<file path="src/hw/rtl/pfub_pkg.sv">
package pfub_pkg;

    localparam int DIM_W      = 13;
    localparam int PIX_W      = 32;
    localparam int BCNT_W     = 3;
    localparam int PADDR_W    = 5;
    localparam int FIFO_DEPTH = 2;

    typedef enum logic [1:0] {
        KIND_BYTES,
        KIND_565,
        KIND_4444,
        KIND_5551
    } t_kind;

    typedef enum logic [2:0] {
        LAY_A,
        LAY_L,
        LAY_LA,
        LAY_RGB,
        LAY_RGBA
    } t_layout;

    localparam logic [2:0] REG_SOURCE_KIND    = 3'd0;
    localparam logic [2:0] REG_DEST_LAYOUT    = 3'd1;
    localparam logic [2:0] REG_PIXELS_PER_ROW = 3'd2;
    localparam logic [2:0] REG_ROW_COUNT      = 3'd3;
    localparam logic [2:0] REG_DEST_ROW_PITCH = 3'd4;
    localparam logic [2:0] REG_DEST_START     = 3'd5;

    typedef struct packed {
        t_kind              source_kind;
        logic [2:0]         dest_layout;
        logic [DIM_W-1:0]   pixels_per_row;
        logic [DIM_W-1:0]   row_count;
        logic [15:0]        dest_row_pitch;
        logic [31:0]        dest_start;
    } t_cfg;

    typedef struct packed {
        logic [31:0]        address;
        logic [PIX_W-1:0]   source_word;
        t_layout            layout;
        logic [BCNT_W-1:0]  byte_count;
        logic               row_end;
        logic               frame_last;
    } t_cmd;

endpackage

</file>
<file path="src/hw/rtl/pfub_front.sv">
module pfub_front #(
    parameter int MAX_DIM   = 4096,
    parameter int ADDR_BITS = 32
) (
    input  logic                        i_clk,
    input  logic                        i_rst_n,
    input  pfub_pkg::t_cfg              i_cfg,
    input  logic                        i_restart,
    input  logic                        i_accept,
    input  logic [pfub_pkg::PIX_W-1:0]  i_source_word,
    output pfub_pkg::t_cmd              o_cmd
);
    import pfub_pkg::*;

    localparam int CNT_W = (MAX_DIM > 8192) ? DIM_W :
                           ((MAX_DIM < 2) ? 1 : $clog2(MAX_DIM));

    logic [CNT_W-1:0]     r_col, n_col;
    logic [CNT_W-1:0]     r_row, n_row;
    logic [ADDR_BITS-1:0] r_base, n_base;
    logic [ADDR_BITS-1:0] r_addr, n_addr;

    logic [CNT_W:0]       w_width;
    logic [CNT_W:0]       w_height;
    t_layout              w_layout;
    logic [BCNT_W-1:0]    w_nbytes;
    logic                 w_rend;
    logic                 w_last;
    logic [ADDR_BITS-1:0] w_start;
    logic [ADDR_BITS-1:0] w_next_base;

    always_comb begin
        if (i_cfg.pixels_per_row == '0) begin
            w_width = (CNT_W+1)'(1);
        end else if (32'(i_cfg.pixels_per_row) > MAX_DIM) begin
            w_width = (CNT_W+1)'(MAX_DIM);
        end else begin
            w_width = (CNT_W+1)'(i_cfg.pixels_per_row);
        end
        if (i_cfg.row_count == '0) begin
            w_height = (CNT_W+1)'(1);
        end else if (32'(i_cfg.row_count) > MAX_DIM) begin
            w_height = (CNT_W+1)'(MAX_DIM);
        end else begin
            w_height = (CNT_W+1)'(i_cfg.row_count);
        end
    end

    always_comb begin
        unique case (i_cfg.dest_layout)
            LAY_A:   begin w_layout = LAY_A;    w_nbytes = 3'd1; end
            LAY_L:   begin w_layout = LAY_L;    w_nbytes = 3'd1; end
            LAY_LA:  begin w_layout = LAY_LA;   w_nbytes = 3'd2; end
            LAY_RGB: begin w_layout = LAY_RGB;  w_nbytes = 3'd3; end
            default: begin w_layout = LAY_RGBA; w_nbytes = 3'd4; end
        endcase
    end

    assign w_rend      = ((CNT_W+1)'(r_col) + (CNT_W+1)'(1)) >= w_width;
    assign w_last      = w_rend && (((CNT_W+1)'(r_row) + (CNT_W+1)'(1)) >= w_height);
    assign w_start     = ADDR_BITS'(i_cfg.dest_start);
    assign w_next_base = r_base + ADDR_BITS'(i_cfg.dest_row_pitch);

    assign o_cmd.address     = 32'(r_addr);
    assign o_cmd.source_word = i_source_word;
    assign o_cmd.layout      = w_layout;
    assign o_cmd.byte_count  = w_nbytes;
    assign o_cmd.row_end     = w_rend;
    assign o_cmd.frame_last  = w_last;

    always_comb begin
        n_col  = r_col;
        n_row  = r_row;
        n_base = r_base;
        n_addr = r_addr;
        if (i_restart) begin
            n_col  = '0;
            n_row  = '0;
            n_base = w_start;
            n_addr = w_start;
        end else if (i_accept) begin
            priority if (w_last) begin
                n_col  = '0;
                n_row  = '0;
                n_base = w_start;
                n_addr = w_start;
            end else if (w_rend) begin
                n_col  = '0;
                n_row  = r_row + CNT_W'(1);
                n_base = w_next_base;
                n_addr = w_next_base;
            end else begin
                n_col  = r_col + CNT_W'(1);
                n_addr = r_addr + ADDR_BITS'(w_nbytes);
            end
        end
    end

    always_ff @(posedge i_clk) begin
        if (!i_rst_n) begin
            r_col  <= '0;
            r_row  <= '0;
            r_base <= '0;
            r_addr <= '0;
        end else begin
            r_col  <= n_col;
            r_row  <= n_row;
            r_base <= n_base;
            r_addr <= n_addr;
        end
    end

endmodule

</file>
<file path="src/hw/rtl/pfub_fifo.sv">
module pfub_fifo (
    input  logic            i_clk,
    input  logic            i_rst_n,
    input  logic            i_wr,
    input  pfub_pkg::t_cmd  i_wdata,
    output logic            o_full,
    input  logic            i_rd,
    output pfub_pkg::t_cmd  o_rdata,
    output logic            o_empty
);
    import pfub_pkg::*;

    localparam int PTR_W = (FIFO_DEPTH < 2) ? 1 : $clog2(FIFO_DEPTH);
    localparam int CNT_W = $clog2(FIFO_DEPTH + 1);

    t_cmd             r_mem [FIFO_DEPTH];
    logic [PTR_W-1:0] r_wr_ptr, n_wr_ptr;
    logic [PTR_W-1:0] r_rd_ptr, n_rd_ptr;
    logic [CNT_W-1:0] r_count, n_count;
    logic             w_wr;
    logic             w_rd;

    assign o_full  = (r_count == CNT_W'(FIFO_DEPTH));
    assign o_empty = (r_count == '0);
    assign o_rdata = r_mem[r_rd_ptr];
    assign w_wr    = i_wr && !o_full;
    assign w_rd    = i_rd && !o_empty;

    always_comb begin
        n_wr_ptr = r_wr_ptr;
        n_rd_ptr = r_rd_ptr;
        n_count  = r_count;
        if (w_wr) begin
            n_wr_ptr = (r_wr_ptr == PTR_W'(FIFO_DEPTH - 1)) ? '0 : r_wr_ptr + PTR_W'(1);
        end
        if (w_rd) begin
            n_rd_ptr = (r_rd_ptr == PTR_W'(FIFO_DEPTH - 1)) ? '0 : r_rd_ptr + PTR_W'(1);
        end
        if (w_wr && !w_rd) begin
            n_count = r_count + CNT_W'(1);
        end else if (w_rd && !w_wr) begin
            n_count = r_count - CNT_W'(1);
        end
    end

    always_ff @(posedge i_clk) begin
        if (w_wr) begin
            r_mem[r_wr_ptr] <= i_wdata;
        end
    end

    always_ff @(posedge i_clk) begin
        if (!i_rst_n) begin
            r_wr_ptr <= '0;
            r_rd_ptr <= '0;
            r_count  <= '0;
        end else begin
            r_wr_ptr <= n_wr_ptr;
            r_rd_ptr <= n_rd_ptr;
            r_count  <= n_count;
        end
    end

endmodule

</file>
<file path="src/hw/rtl/pfub_back.sv">
module pfub_back (
    input  logic                        i_clk,
    input  logic                        i_rst_n,
    input  pfub_pkg::t_kind             i_source_kind,
    input  pfub_pkg::t_cmd              i_cmd,
    input  logic                        i_cmd_valid,
    output logic                        o_cmd_take,
    input  logic                        i_pop,
    output logic                        o_empty,
    output logic [31:0]                 o_dst_address,
    output logic [pfub_pkg::PIX_W-1:0]  o_dst_pixel,
    output logic [pfub_pkg::BCNT_W-1:0] o_dst_byte_count,
    output logic                        o_row_end,
    output logic                        o_frame_last
);
    import pfub_pkg::*;

    logic               r_valid, n_valid;
    logic [31:0]        r_address;
    logic [PIX_W-1:0]   r_pixel, n_pixel;
    logic [BCNT_W-1:0]  r_bcnt;
    logic               r_rend;
    logic               r_last;

    logic [15:0] w_word;
    logic [7:0]  w_r, w_g, w_b, w_a;

    assign w_word     = i_cmd.source_word[15:0];
    assign o_cmd_take = i_cmd_valid && (!r_valid || i_pop);

    always_comb begin
        unique case (i_source_kind)
            KIND_565: begin
                w_r = {w_word[15:11], w_word[15:13]};
                w_g = {w_word[10:5],  w_word[10:9]};
                w_b = {w_word[4:0],   w_word[4:2]};
                w_a = 8'hFF;
            end
            KIND_4444: begin
                w_r = {w_word[15:12], w_word[15:12]};
                w_g = {w_word[11:8],  w_word[11:8]};
                w_b = {w_word[7:4],   w_word[7:4]};
                w_a = {w_word[3:0],   w_word[3:0]};
            end
            KIND_5551: begin
                w_r = {w_word[15:11], w_word[15:13]};
                w_g = {w_word[10:6],  w_word[10:8]};
                w_b = {w_word[5:1],   w_word[5:3]};
                w_a = {8{w_word[0]}};
            end
            default: begin
                w_r = i_cmd.source_word[7:0];
                w_g = i_cmd.source_word[15:8];
                w_b = i_cmd.source_word[23:16];
                w_a = i_cmd.source_word[31:24];
            end
        endcase
    end

    always_comb begin
        unique case (i_cmd.layout)
            LAY_A:   n_pixel = {24'h0, (i_source_kind == KIND_BYTES) ? w_r : w_a};
            LAY_L:   n_pixel = {24'h0, w_r};
            LAY_LA:  n_pixel = {16'h0, (i_source_kind == KIND_BYTES) ? w_g : w_a, w_r};
            LAY_RGB: n_pixel = {8'h0, w_b, w_g, w_r};
            default: n_pixel = {w_a, w_b, w_g, w_r};
        endcase
    end

    always_comb begin
        n_valid = r_valid;
        if (o_cmd_take) begin
            n_valid = 1'b1;
        end else if (i_pop) begin
            n_valid = 1'b0;
        end
    end

    always_ff @(posedge i_clk) begin
        if (o_cmd_take) begin
            r_address <= i_cmd.address;
            r_pixel   <= n_pixel;
            r_bcnt    <= i_cmd.byte_count;
            r_rend    <= i_cmd.row_end;
            r_last    <= i_cmd.frame_last;
        end
    end

    always_ff @(posedge i_clk) begin
        if (!i_rst_n) begin
            r_valid <= 1'b0;
        end else begin
            r_valid <= n_valid;
        end
    end

    assign o_empty          = !r_valid;
    assign o_dst_address    = r_address;
    assign o_dst_pixel      = r_pixel;
    assign o_dst_byte_count = r_bcnt;
    assign o_row_end        = r_rend;
    assign o_frame_last     = r_last;

endmodule

</file>
<file path="src/hw/rtl/pixel_format_unpack_blitter.sv">
// Throughput: one item per cycle while the queue is not full and results are popped.
// The address add and the channel unpack each take one stage.
// A two-entry queue sits between the address stage and the unpack/output register.
// Reset (synchronous, active low): registers return to their reset values, counters and
// addresses restart at dest_start, both queues read empty. No clearing pass.
module pixel_format_unpack_blitter #(
    parameter int MAX_DIM   = 4096,
    parameter int ADDR_BITS = 32
) (
    input  logic        i_clk,
    input  logic        i_rst_n,
    input  logic        psel,
    input  logic        penable,
    input  logic        pwrite,
    input  logic [4:0]  paddr,
    input  logic [31:0] pwdata,
    output logic [31:0] prdata,
    output logic        pready,
    input  logic        i_push,
    output logic        o_full,
    input  logic [31:0] i_source_word,
    input  logic        i_pop,
    output logic        o_empty,
    output logic [31:0] o_dst_address,
    output logic [31:0] o_dst_pixel,
    output logic [2:0]  o_dst_byte_count,
    output logic        o_row_end,
    output logic        o_frame_last
);
    import pfub_pkg::*;

    t_cfg        r_cfg, n_cfg;
    logic        w_cfg_wr;
    logic        w_restart;
    logic [2:0]  w_idx;
    logic        w_accept;
    t_cmd        w_front_cmd;
    t_cmd        w_fifo_cmd;
    logic        w_fifo_empty;
    logic        w_take;

    assign pready    = 1'b1;
    assign w_idx     = paddr[4:2];
    assign w_cfg_wr  = psel && penable && pwrite && pready;
    assign w_accept  = i_push && !o_full;

    always_comb begin
        n_cfg     = r_cfg;
        w_restart = 1'b0;
        if (w_cfg_wr) begin
            w_restart = 1'b1;
            unique case (w_idx)
                REG_SOURCE_KIND:    n_cfg.source_kind    = t_kind'(pwdata[1:0]);
                REG_DEST_LAYOUT:    n_cfg.dest_layout    = pwdata[2:0];
                REG_PIXELS_PER_ROW: n_cfg.pixels_per_row = pwdata[DIM_W-1:0];
                REG_ROW_COUNT:      n_cfg.row_count      = pwdata[DIM_W-1:0];
                REG_DEST_ROW_PITCH: n_cfg.dest_row_pitch = pwdata[15:0];
                REG_DEST_START:     n_cfg.dest_start     = pwdata;
                default:            w_restart            = 1'b0;
            endcase
        end
    end

    always_comb begin
        unique case (w_idx)
            REG_SOURCE_KIND:    prdata = {30'h0, r_cfg.source_kind};
            REG_DEST_LAYOUT:    prdata = {29'h0, r_cfg.dest_layout};
            REG_PIXELS_PER_ROW: prdata = {19'h0, r_cfg.pixels_per_row};
            REG_ROW_COUNT:      prdata = {19'h0, r_cfg.row_count};
            REG_DEST_ROW_PITCH: prdata = {16'h0, r_cfg.dest_row_pitch};
            REG_DEST_START:     prdata = r_cfg.dest_start;
            default:            prdata = '0;
        endcase
    end

    always_ff @(posedge i_clk) begin
        if (!i_rst_n) begin
            r_cfg.source_kind    <= KIND_BYTES;
            r_cfg.dest_layout    <= LAY_RGBA;
            r_cfg.pixels_per_row <= DIM_W'(1);
            r_cfg.row_count      <= DIM_W'(1);
            r_cfg.dest_row_pitch <= '0;
            r_cfg.dest_start     <= '0;
        end else begin
            r_cfg <= n_cfg;
        end
    end

    pfub_front #(
        .MAX_DIM   (MAX_DIM),
        .ADDR_BITS (ADDR_BITS)
    ) u_front (
        .i_clk         (i_clk),
        .i_rst_n       (i_rst_n),
        .i_cfg         (n_cfg),
        .i_restart     (w_restart),
        .i_accept      (w_accept),
        .i_source_word (i_source_word),
        .o_cmd         (w_front_cmd)
    );

    pfub_fifo u_fifo (
        .i_clk   (i_clk),
        .i_rst_n (i_rst_n),
        .i_wr    (w_accept),
        .i_wdata (w_front_cmd),
        .o_full  (o_full),
        .i_rd    (w_take),
        .o_rdata (w_fifo_cmd),
        .o_empty (w_fifo_empty)
    );

    pfub_back u_back (
        .i_clk            (i_clk),
        .i_rst_n          (i_rst_n),
        .i_source_kind    (r_cfg.source_kind),
        .i_cmd            (w_fifo_cmd),
        .i_cmd_valid      (!w_fifo_empty),
        .o_cmd_take       (w_take),
        .i_pop            (i_pop),
        .o_empty          (o_empty),
        .o_dst_address    (o_dst_address),
        .o_dst_pixel      (o_dst_pixel),
        .o_dst_byte_count (o_dst_byte_count),
        .o_row_end        (o_row_end),
        .o_frame_last     (o_frame_last)
    );

endmodule

</file>
<file path="config.mk">
export PLATFORM = sky130hd
export DESIGN_NAME = pixel_format_unpack_blitter
export DESIGN_NICKNAME = d
export VERILOG_FILES = /design/src/hw/rtl/pfub_pkg.sv /design/src/hw/rtl/pfub_front.sv /design/src/hw/rtl/pfub_fifo.sv /design/src/hw/rtl/pfub_back.sv /design/src/hw/rtl/pixel_format_unpack_blitter.sv
export SDC_FILE = /design/constraint.sdc
export NUM_CORES = 1
export LEC_CHECK = 0
export BUFFER_PORTS_ARGS = -buffer_cell sky130_fd_sc_hd__buf_2
export CAP_MARGIN = 10
export CORE_ASPECT_RATIO = 1.25
export CORE_MARGIN = 4
export CORE_UTILIZATION = 55
export DETAILED_ROUTE_END_ITERATION = 8
export HOLD_SLACK_MARGIN = 0.1
export MAX_ROUTING_LAYER = met4
export PLACE_DENSITY = 0.75
export SLEW_MARGIN = 10
export SYNTH_ARGS = -nofsm -noshare
export SYNTH_HDL_FRONTEND = slang
export SYNTH_SLANG_ARGS = --single-unit
</file>
<file path="constraint.sdc">
create_clock -name i_clk -period 9.18 [get_ports i_clk]
set_clock_uncertainty 0.2 [all_clocks]
set_input_delay 0.459 -clock i_clk [delete_from_list [all_inputs] [get_ports i_clk]]
set_output_delay 0.459 -clock i_clk [all_outputs]
set_load 0.005 [all_outputs]
</file>
==> results.md, run 1 <==
* Reg2reg path depth at 17
* Initial DRC count at 1373
* Clock transition at path regs at ~0.06 ns
* Crit-path most repeated cell: buf_4
* CTS tree: yes
* Dpl cells at 2263
* CP required at roughly 9.4 ns
* Syn Inst Count at 1749
* Initial antenna violation count at 2
* First-pass GRT wire length at around 76000 um
* Placement Cell Area at ~20000 um2
* Type of the worst setup path: primary input to flop
* Area of the die at between 30000 and 40000 um2
* MaxCap Viol Count at 0
* Peak VDD IR at between 0.15 and 0.2 mV
* WP data arrival at 6.31 ns
* Yosys top cell area share at 0.338
* Reg2reg start: r_cfg[62]
* Via count at approximately 14000
* Share of layout cells above drive strength 1 at 0.186
* Crit. End Element: flop
* Most common cell after layout, fill and taps aside: edfxtp_1
* Later-pin clock latency in the skew report at approximately 0.54 ns
* DRT antenna net count at 0
* Clk root buf: clkbuf_16
* Startpoint Class: primary input
* Final core occ at 0.654
* Die width at around 170 um
* Worst slew margin at 0.239
* Crit-path slowest cell: a21oi_2
* Die H at approximately 210 um
* Final GP Congestion at 0.911
* IO Pins at 180
* Clock Tree Buf Depth at 3
* Final number of setup-violating endpoints at 0
* Design area at around 22000 um2
* DRT Wirelength at between 40000 and 50000 um
* Mean routed wirelength per cell at just over 20 um
* First-pass iteration count of the detailed router at 5
* Via density at 6.03
* CTS Buf Count at 39
* Area grow syn2layout at 16.2%
* Sink Count at approximately 380
* Hpwl dp at ~32000 um
* Syn. warnings at 0
* Row cnt at 74
* Status: completed
* Starting Density at 0.563
* Tmin final at about 6 ns
* Max H-tree Level at 2
* Final worst-path cycle share at 0.667
* Number of global-route vias before repair at roughly 14000
* Final non-filler cell total at between 2000 and 2500
* Most frequent cells in the layout: 209 x edfxtp_1, 176 x buf_2, 172 x nor2_1, 172 x dfxtp_1, 138 x a21oi_1
* Largest net degree at the start of global routing at 81
* Sequential-to-total area share from yosys stat at 0.525
* Synth top area cells: edfxtp_1 34%, dfxtp_1 19%, mux2i_1 5.6%, mux2_2 4.6%, a21oi_1 3.7%
* Highest clock rate at 163 MHz
* Largest area contributor in the netlist: edfxtp_1
* CP startpoint: pwrite
* HP Class: primary input to flop
* IO buf count at between 150 and 200
* Synth Net Count at around 1900
* CP max stage delay at roughly 0.65 ns
* Avg Inst Size Synth at 10.6 um2
* #FFs+latches synth at around 380
* Fin Setup TNS at 0 ns
* Mapped cell area at roughly 19000 um2
* All-Layer GR Usage at 0.266
* PwrDens at ~240 nW/um2
* Max Slew Vio Count at 0
* Nets@finish at between 2000 and 2500
* Unrepaired setup endpoints after global routing: false
* EDFF count, synth at 209
* Core Box Area at between 30000 and 40000 um2
* Synth Flop Type: edfxtp_1
* Asr flop ratio synth at 0
* Netlist cell types at 79
* Final count of hold timing violations at 0
* Worst hold stages at 3
* Number of remaining DRC errors at 0
* CP Max Fanout at 47
* Cells along the critical path: buf_2 -> nand3_1 -> nor2_1 -> nand2_1 -> nor2_1 -> buf_4 -> mux2i_1 -> xor2_1 -> nand2b_1 -> ha_1 -> a21o_1 -> a21oi_1 -> nor4b_1 -> a21o_1 -> buf_4 -> inv_2 -> a21oi_2 -> buf_4 -> nor3_1 -> a21oi_1 -> o22ai_1
* Worst Hold Launch: pwdata[29]
* Worst-Margin Slew at about 1.1 ns
* Leakage power at between 8 and 9 nW
* Grt ovf at 0
## metal layers
layer / GRT usage / vias up / part of all wire
li1: - / 6788 / -
met1: 0.344 / 6911 / 0.42
met2: 0.437 / 566 / 0.49
met3: 0.0334 / 94 / 0.062
met4: 0.0889 / 0 / 0.030
met5: - / - / 0
## logic make-up after synthesis
family,synth area share
AND/OR/NAND/NOR,0.144
AO/OA/AOI/OAI,0.130
flip-flops,0.525
multiplexers,0.104
buffers and inverters,0.0279
XOR/XNOR,0.0349
adder cells (fa/ha/maj),0.0345
other,0.000202
## path summary, 6_finish.rpt
check | end | slack [ns]
worst max register to register | u_front.r_addr[25] | 3.67
worst min-delay path | r_cfg[29] | 0.12
worst max-delay path | u_front.r_addr[25] | 3.06
worst min register to register | u_front.r_col[1] | 0.27
## repair_timing
item,in CTS,in global routing
hold endpoints to repair,82,0
hold buffers,49,0
setup buffers,0,0
resized for setup,0,0
## flip-flops by register name, indices dropped and copies added (netlist names), named ones only
signal / flops
u_front.r_addr: 32
u_front.r_row: 12
u_back.o_dst_byte_count: 3
u_front.r_col: 12
u_back.r_valid: 1
r_cfg: 79
u_back.o_dst_address: 32
u_fifo.r_count: 2
u_front.r_base: 32
u_back.o_row_end: 1
u_fifo.r_mem: 140
u_fifo.r_wr_ptr: 1
u_fifo.r_rd_ptr: 1
u_back.o_frame_last: 1
u_back.o_dst_pixel: 32
## layout make-up
cell class	count	area [um2]
diodes	2	5.00
clock buffers	57	1160
clock inverters	12	186
fillers	2571	11400
inverters	24	90.1
multi-input cells	1244	8330
flip-flops and latches	382	9740
well taps	418	523
repair buffers	244	1510
## critical path, delay by kind of cell
family	cells	cell delay (ns)
AO/OA/AOI/OAI	6	1.46
XOR/XNOR	1	0.54
adder cells (fa/ha/maj)	1	0.32
buffers and inverters	5	1.61
multiplexers	1	0.64
AND/OR/NAND/NOR	7	1.23
## where the power goes
| part | leakage, nW | switching (mW) | internal [mW] |
|---|---|---|---|
| registers | 3.38 | 0.128 | 2.22 |
| logic | 4.34 | 0.676 | 0.412 |
| clock network | 0.656 | 0.648 | 1.01 |
## cell usage after synthesis (20+ instances only)
library cell	instances
nor2_1	175
a31oi_1	29
o21ai_0	99
nand3_1	45
xor2_1	38
inv_1	20
a21oi_1	139
mux2_2	75
and2_1	37
ha_1	48
and3_1	48
clkbuf_1	64
nand2b_1	31
nor3_1	25
dfxtp_1	173
mux2i_1	104
edfxtp_1	209
nand2_1	113
buf_2	23
xnor2_1	36
## per-stage QoR
| step | hold WS [ns] | setup slack (ns) | total power, mW |
|---|---|---|---|
| after CTS | 0.102 | 3.10 | 5.13 |
| after floorplan | 0.236 | 4.37 | 3.05 |
| final | 0.118 | 3.06 | 5.09 |
| after global routing | 0.130 | 2.46 | 5.33 |
| after detailed placement | 0.266 | 2.59 | 3.45 |
| after global placement | 0.247 | 2.72 | 3.41 |
No activity file was read; power rests on OpenSTA's default activity.
==> run 2, diff against run 1 <==
- clock period: 9.18 -> 6.3 ns (I/O delays scaled with it)
==> results.md, run 2 (same netlist as run 1, synthesis figures left out) <==
* Startpoint Class: primary input
* WP data arrival at 5.32 ns (-0.99 ns)
* Grt ovf at 0 (unchanged)
* Most common cell after layout, fill and taps aside: edfxtp_1
* Max H-tree Level at 2 (unchanged)
* Unrepaired setup endpoints after global routing: false
* Share of layout cells above drive strength 1 at 0.187 (+0.00118)
* CP required at 6.52 ns (-2.85 ns)
* Highest clock rate at just under 200 MHz
* IO buf count at 176 (unchanged)
* FILL cells at 2528 (-1.7%)
* Area of the die at 36800 um2 (unchanged)
* Design area at 21800 um2 (+0.97%)
* Met2 wire length at 23900 um (+1.9%)
* Later-pin clock latency in the skew report at 0.54 ns (about the same)
* Worst slack, placed at 0.768 ns (-1.82 ns)
* Top reg by flops: u_fifo.r_mem
* Peak VDD IR at 0.236 mV (+49%)
* Max Slew Vio Count at 0 (unchanged)
* DRT Wirelength at 49000 um (+2.1%)
* Row cnt at 74 (unchanged)
* CTS Buf Count at 39 (unchanged)
* Crit-path slowest cell: mux2i_1
* Sink Count at 382 (unchanged)
* Number of remaining DRC errors at 0 (unchanged)
* All-Layer GR Usage at 0.272 (+0.00605)
* Most frequent cells in the layout: 209 x edfxtp_1, 176 x buf_2, 172 x nor2_1, 172 x dfxtp_1, 138 x a21oi_1
* Core Box Area at 33000 um2 (unchanged)
* Clock Tree Buf Depth at 3 (unchanged)
* Area of the multi-input gates at 8330 um2 (unchanged)
* Starting Density at 0.563 (unchanged)
* Worst-Margin Slew at 1.05 ns (-0.0777 ns)
* Met3 WL at 3270 um (+9.4%)
* WL met1 at 20400 um (+1.6%)
* Max FFs per register at 140 (unchanged)
* Number of global-route vias before repair at 14400 (+1.1%)
* Clk root buf: clkbuf_16
* Fin Setup TNS at 0 ns (unchanged)
* Mean routed wirelength per cell at 20.4 um (+1.0%)
* Status: completed
* Worst slew margin at 0.301 (+0.0614)
* Top layer in use: met4
* Crit-path most repeated cell: nand3_1
* Crit. End Element: flop
* Hpwl dp at 33400 um (+2.8%)
* Initial DRC count at 1205 (-12%)
* CTS tree: yes
* Placement Cell Area at 19800 um2 (+0.43%)
* PwrDens at 340 nW/um2 (+44%)
* Final GP Congestion at 0.911 (about the same)
* CTS resizes at 0 (unchanged)
* Area occupied by registers at 9740 um2 (unchanged)
* Crit-path leading delay family: compound AO/OA/AOI/OAI gates
* Clock transition at path regs at 0.06 ns (about the same)
* Via count at 14400 (+0.31%)
* First-pass iteration count of the detailed router at 6 (+1)
* Largest registers: u_fifo.r_mem: 140 flops, r_cfg: 79 flops
* Nets@finish at 2085 (+1.2%)
* Leakage power at 8.47 nW (+1.0%)
* Final Worst Setup Slack at 1.20 ns (-1.86 ns)
* Initial antenna violation count at 2 (unchanged)
* Area grow syn2layout at 17.3%
* Die width at 172 um (unchanged)
* Die H at 213 um (unchanged)
* Crit path buf inv count at 2 (-3)
* Tmin final at 5.10 ns
* CTS Hold Buffers Added at 65 (+33%)
* Largest net degree at the start of global routing at 81 (unchanged)
* IO Pins at 180 (unchanged)
* Final Power at 7.40 mW (+45%)
* Final count of hold timing violations at 0 (unchanged)
* CP Max Fanout at 20 (-57%)
* MaxCap Viol Count at 0 (unchanged)
* CP max stage delay at 0.66 ns (about the same)
* Cells along the critical path: buf_2 -> nand3_1 -> nor2_1 -> nand3_1 -> mux2i_1 -> xnor2_1 -> nand2b_1 -> ha_1 -> o21a_1 -> o2111ai_2 -> inv_2 -> a2111oi_4 -> o31a_2 -> nand3_2 -> o32ai_1
* Type of the worst setup path: primary input to flop
* Number of post-CTS setup repair buffers at 0 (unchanged)
* HP Class: primary input to flop
* Final number of setup-violating endpoints at 0 (unchanged)
* Via density at 5.98 (-0.73%)
* Final worst-path cycle share at 0.810
* DRT antenna net count at 0 (unchanged)
* First-pass GRT wire length at 77500 um (+2.5%)
## run 2: worst paths after layout
kind | slack [ns] | cells after the start | from | to
setup / recovery | 1.20 | 15 | pwrite | u_front.r_addr[23]
hold reg to reg | 0.26 | 2 | u_front.r_base[0] | u_front.r_base[0]
hold / removal | 0.18 | 4 | paddr[4] | r_cfg[78]
setup reg to reg | 1.60 | 13 | r_cfg[72] | u_front.r_addr[23]
## run 2: layer usage
| layer | global-route usage | vias up |
|---|---|---|
| met1 | 0.349 | 6878 |
| met3 | 0.0417 | 99 |
| met4 | 0.0887 | 0 |
| met5 | - | - |
| met2 | 0.445 | 585 |
| li1 | - | 6841 |
## run 2: power by group
group	internal [mW]	total, mW	switching [mW]
logic	0.629	1.62	0.992
clock network	1.41	2.35	0.943
registers	3.23	3.43	0.195
## run 2: worst min-delay path, stage by stage
cell and delay (ns):
buf_2 0.22, nor4_1 0.14, mux2i_1 0.13, nor2_1 0.07
## run 2: cell type report
type	count	area share
Tap cell	418	0.0240
Antenna cell	2	0.000230
Clock inverter	16	0.00834
Timing Repair Buffer	268	0.0809
Clock buffer	54	0.0517
Inverter	24	0.00414
Sequential cell	382	0.448
Multi-Input combinational cell	1244	0.383
## run 2: metrics by stage
stage / cells / hold WS (ns) / utilization
floorplan: 1749 / 0.214 / -
global placement: 2271 / 0.243 / 0.600
detailed placement: 2271 / 0.253 / 0.600
CTS: 2406 / 0.145 / 0.660
global route: 2408 / 0.187 / 0.660
finish: 2408 / 0.181 / 0.660
